## config.mk

```make
export PLATFORM = sky130hd
export DESIGN_NAME = ddpf_csr
export DESIGN_NICKNAME = d
export VERILOG_FILES = /design/src/hdl/ddpf_pkg.sv /design/src/hdl/ddpf_csr.sv
export SDC_FILE = /design/constraint.sdc
export NUM_CORES = 1
export LEC_CHECK = 0
export BUFFER_PORTS_ARGS = -buffer_cell sky130_fd_sc_hd__buf_2
export CORE_UTILIZATION = 46
export CTS_CLUSTER_DIAMETER = 80
export DETAILED_ROUTE_END_ITERATION = 8
export GPL_ROUTABILITY_DRIVEN = 0
export GPL_TIMING_DRIVEN = 0
export PLACE_DENSITY = 0.79
export SYNTH_ARGS = -nofsm -noshare
export SYNTH_HDL_FRONTEND = slang
export SYNTH_SLANG_ARGS = --single-unit
```

## constraint.sdc

```tcl
create_clock -name clock -period 4.1 [get_ports clock]
set_clock_uncertainty 0.15 [all_clocks]
set_input_delay 0.615 -clock clock [delete_from_list [all_inputs] [get_ports clock]]
set_output_delay 0.615 -clock clock [all_outputs]
set_load 0.1 [all_outputs]
```

## src/hdl/ddpf_pkg.sv

```systemverilog
// Package: shared types, register indexes, loop modes and shift constants.
`default_nettype none

package ddpf_pkg;

   localparam int NUM_GAINS  = 8;
   localparam int GAIN_IDX_W = 3;
   localparam int CSR_ADDR_W = 5;
   localparam int CSR_DATA_W = 32;
   localparam int WORD_W     = 32;
   localparam int DUTY_W     = 16;
   localparam int MIX_W      = WORD_W + 2;

   localparam int SHIFT_TRANSLATION = 12;
   localparam int SHIFT_ROTATION    = 10;
   localparam int SHIFT_ANGLE_FINE  = 10;

   localparam logic [GAIN_IDX_W-1:0] REG_KP_TRANSLATION = 3'd0;
   localparam logic [GAIN_IDX_W-1:0] REG_KD_TRANSLATION = 3'd1;
   localparam logic [GAIN_IDX_W-1:0] REG_KV_TRANSLATION = 3'd2;
   localparam logic [GAIN_IDX_W-1:0] REG_KA_TRANSLATION = 3'd3;
   localparam logic [GAIN_IDX_W-1:0] REG_KP_ROTATION    = 3'd4;
   localparam logic [GAIN_IDX_W-1:0] REG_KD_ROTATION    = 3'd5;
   localparam logic [GAIN_IDX_W-1:0] REG_KV_ROTATION    = 3'd6;
   localparam logic [GAIN_IDX_W-1:0] REG_KA_ROTATION    = 3'd7;

   typedef logic [1:0] mode_type;
   localparam mode_type MODE_BOTH        = 2'd0;
   localparam mode_type MODE_ROTATION    = 2'd1;
   localparam mode_type MODE_TRANSLATION = 2'd2;
   localparam mode_type MODE_NONE        = 2'd3;

   typedef struct packed {
      logic signed [WORD_W-1:0] kp_translation;
      logic signed [WORD_W-1:0] kd_translation;
      logic signed [WORD_W-1:0] kv_translation;
      logic signed [WORD_W-1:0] ka_translation;
      logic signed [WORD_W-1:0] kp_rotation;
      logic signed [WORD_W-1:0] kd_rotation;
      logic signed [WORD_W-1:0] kv_rotation;
      logic signed [WORD_W-1:0] ka_rotation;
   } gains_type;

endpackage

`default_nettype wire

```

## src/hdl/ddpf_csr.sv

```systemverilog
// Gain register file behind the APB-style configuration port.
`default_nettype none

module ddpf_csr (
   input  wire logic                            clock,
   input  wire logic                            reset,
   input  wire logic                            csr_psel,
   input  wire logic                            csr_penable,
   input  wire logic                            csr_pwrite,
   input  wire logic [ddpf_pkg::CSR_ADDR_W-1:0] csr_paddr,
   input  wire logic [ddpf_pkg::CSR_DATA_W-1:0] csr_pwdata,
   output logic      [ddpf_pkg::CSR_DATA_W-1:0] csr_prdata,
   output logic                                 csr_pready,
   output ddpf_pkg::gains_type                  gains
);
   import ddpf_pkg::*;

   logic [NUM_GAINS-1:0][WORD_W-1:0] gain_ff;
   logic [GAIN_IDX_W-1:0]            index;
   logic                             write_en;

   assign index      = csr_paddr[CSR_ADDR_W-1:2];
   assign write_en   = csr_psel && csr_penable && csr_pwrite && csr_pready;
   assign csr_pready = 1'b1;
   assign csr_prdata = gain_ff[index];

   always_ff @(posedge clock) begin
      if (reset) begin
         gain_ff <= '0;
      end else if (write_en) begin
         gain_ff[index] <= csr_pwdata;
      end
   end

   always_comb begin
      gains.kp_translation = gain_ff[REG_KP_TRANSLATION];
      gains.kd_translation = gain_ff[REG_KD_TRANSLATION];
      gains.kv_translation = gain_ff[REG_KV_TRANSLATION];
      gains.ka_translation = gain_ff[REG_KA_TRANSLATION];
      gains.kp_rotation    = gain_ff[REG_KP_ROTATION];
      gains.kd_rotation    = gain_ff[REG_KD_ROTATION];
      gains.kv_rotation    = gain_ff[REG_KV_ROTATION];
      gains.ka_rotation    = gain_ff[REG_KA_ROTATION];
   end

endmodule

`default_nettype wire

```

==> results.yml <==
status:
  outcome: "finished, final reports clean"
clocking:
  cts_htree_levels: 1
  cts_tree: "yes"
  ctsHoldBuffers: 0
  root_buffer: "clkbuf_16"
  cts_max_path_buffers: 3
  cts_setup_buffers: 0
  insertion_delay_ns: 0.53
  clkTransAtPathRegs_ns: 0.07
  cts_resized: 0
  numCtsBuffers: 28
  cts.sinks: 256
yosys:
  seq_area_frac_synth_pct: 43.1
  synthFlopType: "dfxtp_1"
  synth_edf_count: 0
  synth.avg_cell_area_sq_um: 8.94
  async_reset_ff_share_pct: 0
  syn_area_sq_um: 11900
  synthesis.nets: 1372
  synth_seq_cells: 256
  synth_warnings: 0
  netlist_instances: 1330
  ys_types: 30
job:
  drv_cap: 0
placement:
  dpl_cell_area_sq_um: 13800
  io_buffers: 291
  hpwl_microns: 35800
die:
  die_area_sq_um: 26500
  start_util_pct: 47.1
  boundaryPins: 331
  core-area_sq_um: 25300
  rows: 58
  die_x_microns: 163
  die_h_microns: 163
global_route:
  antenna_found_initial: 4
  track_usage_pct: 36.9
  first_global_vias: 12400
  grt_max_degree: 14
  overflow: 0
  grt_pass1_wl_microns: 73800
drt:
  drc_errors: 0
  postRouteAntennaNets: 0
  vias: 13000
  drt-initial-drc-count: 1667
  dr.pass1.iters: 8
  wire_per_inst_microns: 25.2
  drt-total-wl_microns: 50500
  viasPerCell: 6.50
power:
  swShare_pct: 26.9
  irDropWorstVdd_mv: 0.268
  p_leak_nw: 5.92
  seq_power_share_pct: 42.0
  combPwrFrac_pct: 10.5
  clkPwrFrac_pct: 47.5
  switchingPower_mw: 1.62
  power.density_nw_per_um2: 405
  fin_total_pwr_mw: 6.00
  intPower_mw: 4.39
timing:
  maxSlewViolCount: 0
  fmax_ghz: 0.311
  finalSetupTns_ns: 0
  finalCritPeriodShare_pct: 78.4
  final.min_clock_period_ns: 3.21
  slew_headroom_pct: 47.3
  tightest_slew_ns: 0.791
  setup_viol: 0
  hold_viol: 0
  rsz0062_at_grt: "no"
worst_setup_path:
  r2r_start: "gains[254]$_SDFFE_PP0P_"
  crit_arrival_ns: 2.45
  cp-end-kind: "output pin"
  critical_path_class: "primary input to output pin"
  ff2ff_setup_slack_ns: 3.09
  required_ns: 3.34
  worstPathMaxFanout: 10
  reg2reg_to: "gains[254]$_SDFFE_PP0P_"
  cp-start-kind: "primary input"
  r2r_cells: 2
layout:
  syn2layout_area_growth_pct: 24.7
  fin_util_pct: 58.7
  final_common_cell: "buf_2"
  drive_gt1_share_pct: 29.4
  largest_register_ffs: 256
  final_nets: 1693
  mostFrequentLayoutCells: "buf_2, a21oi_1, nand3_1, dfxtp_1, o21ai_0"
  stdcell_area_sq_um: 14800
  num-fill-cells: 2249
min_path:
  min_to: "gains[95]$_SDFFE_PP0P_"
  hold_path_class: "primary input to flop"
  hold-path-cell-count: 3
  hp-start: "csr_pwdata[31]"
final cells by class:
| cell class | instances | area, sq um | share of cell area (%) |
|---|---|---|---|
| multi-input cells | 880 | 5860 | 39.5 |
| flip-flops and latches | 256 | 5120 | 34.6 |
| repair buffers | 291 | 1460 | 9.83 |
| plain buffers | 192 | 900 | 6.07 |
| clock buffers | 39 | 853 | 5.76 |
| well taps | 330 | 413 | 2.79 |
| clock inverters | 11 | 196 | 1.33 |
| diodes | 5 | 12.5 | 0.0844 |
| inverters | 2 | 7.51 | 0.0507 |
worst max-delay path by stage:
stage                                 start  slack, ns        endpoint
floorplan           gains[222]$_SDFFE_PP0P_       0.63  csr_prdata[30]
CTS                            csr_paddr[3]       0.93  csr_prdata[16]
finish                         csr_paddr[3]       0.89  csr_prdata[16]
global placement               csr_paddr[3]       0.96  csr_prdata[16]
detailed placement             csr_paddr[3]       0.93  csr_prdata[16]
global route                   csr_paddr[3]       0.88  csr_prdata[16]
per-stage QoR:
stage	worst slack, ns	hold WS (ns)	instances
after floorplan	0.629	0.780	1330
after global placement	0.962	0.320	1951
after detailed placement	0.933	0.326	1951
after CTS	0.929	0.310	2001
after global routing	0.883	0.328	2004
final	0.886	0.330	2006
cell families (layout without fill, tap and decap cells):
family	Yosys count	in the layout	synth area share, %
AO/OA/AOI/OAI	516	516	21.8
AND/OR/NAND/NOR	268	268	11.4
flip-flops	256	256	43.1
buffers and inverters	194	535	7.63
multiplexers	95	95	16.0
other	1	6	0.0315
synthesized netlist by cell type, types with 2 or more instances:
| cell | n | area (sq um) |
|---|---|---|
| a21oi_1 | 256 | 1280 |
| mux4_1 | 8 | 210 |
| mux2_4 | 27 | 405 |
| nand3_1 | 256 | 1280 |
| buf_2 | 44 | 220 |
| o21ai_0 | 252 | 1260 |
| dfxtp_1 | 256 | 5120 |
| mux4_2 | 54 | 1220 |
| buf_12 | 3 | 60.1 |
| buf_4 | 15 | 113 |
| nand2b_1 | 2 | 12.5 |
| clkbuf_1 | 116 | 435 |
| inv_1 | 2 | 7.51 |
| buf_1 | 12 | 45.0 |
| a221oi_1 | 2 | 17.5 |
| o21ai_1 | 5 | 25.0 |
| mux2_2 | 6 | 67.6 |
| nor2b_1 | 2 | 12.5 |
per-layer routing:
metal	GRT usage, %	share of wire, %
met5	0	0
met4	18.2	5.5
met3	9.29	13
met2	58.9	45
met1	46.3	36
power groups by stage:
stage / Sequential, mW / Clock (mW) / Combinational (mW)
finish: 2.52 / 2.85 / 0.633
global route: 2.52 / 2.93 / 0.649
CTS: 2.52 / 2.83 / 0.614
detailed placement: 2.58 / 0 / 0.611
global placement: 2.58 / 0 / 0.603
floorplan: 2.70 / 0 / 0.303
worst max-delay path: stages:
cell and delay, ns:
buf_2 0.15, buf_2 0.30, buf_2 0.38, mux4_2 0.42, mux2_4 0.27, buf_2 0.29
Power figures use the tool's default switching activity.
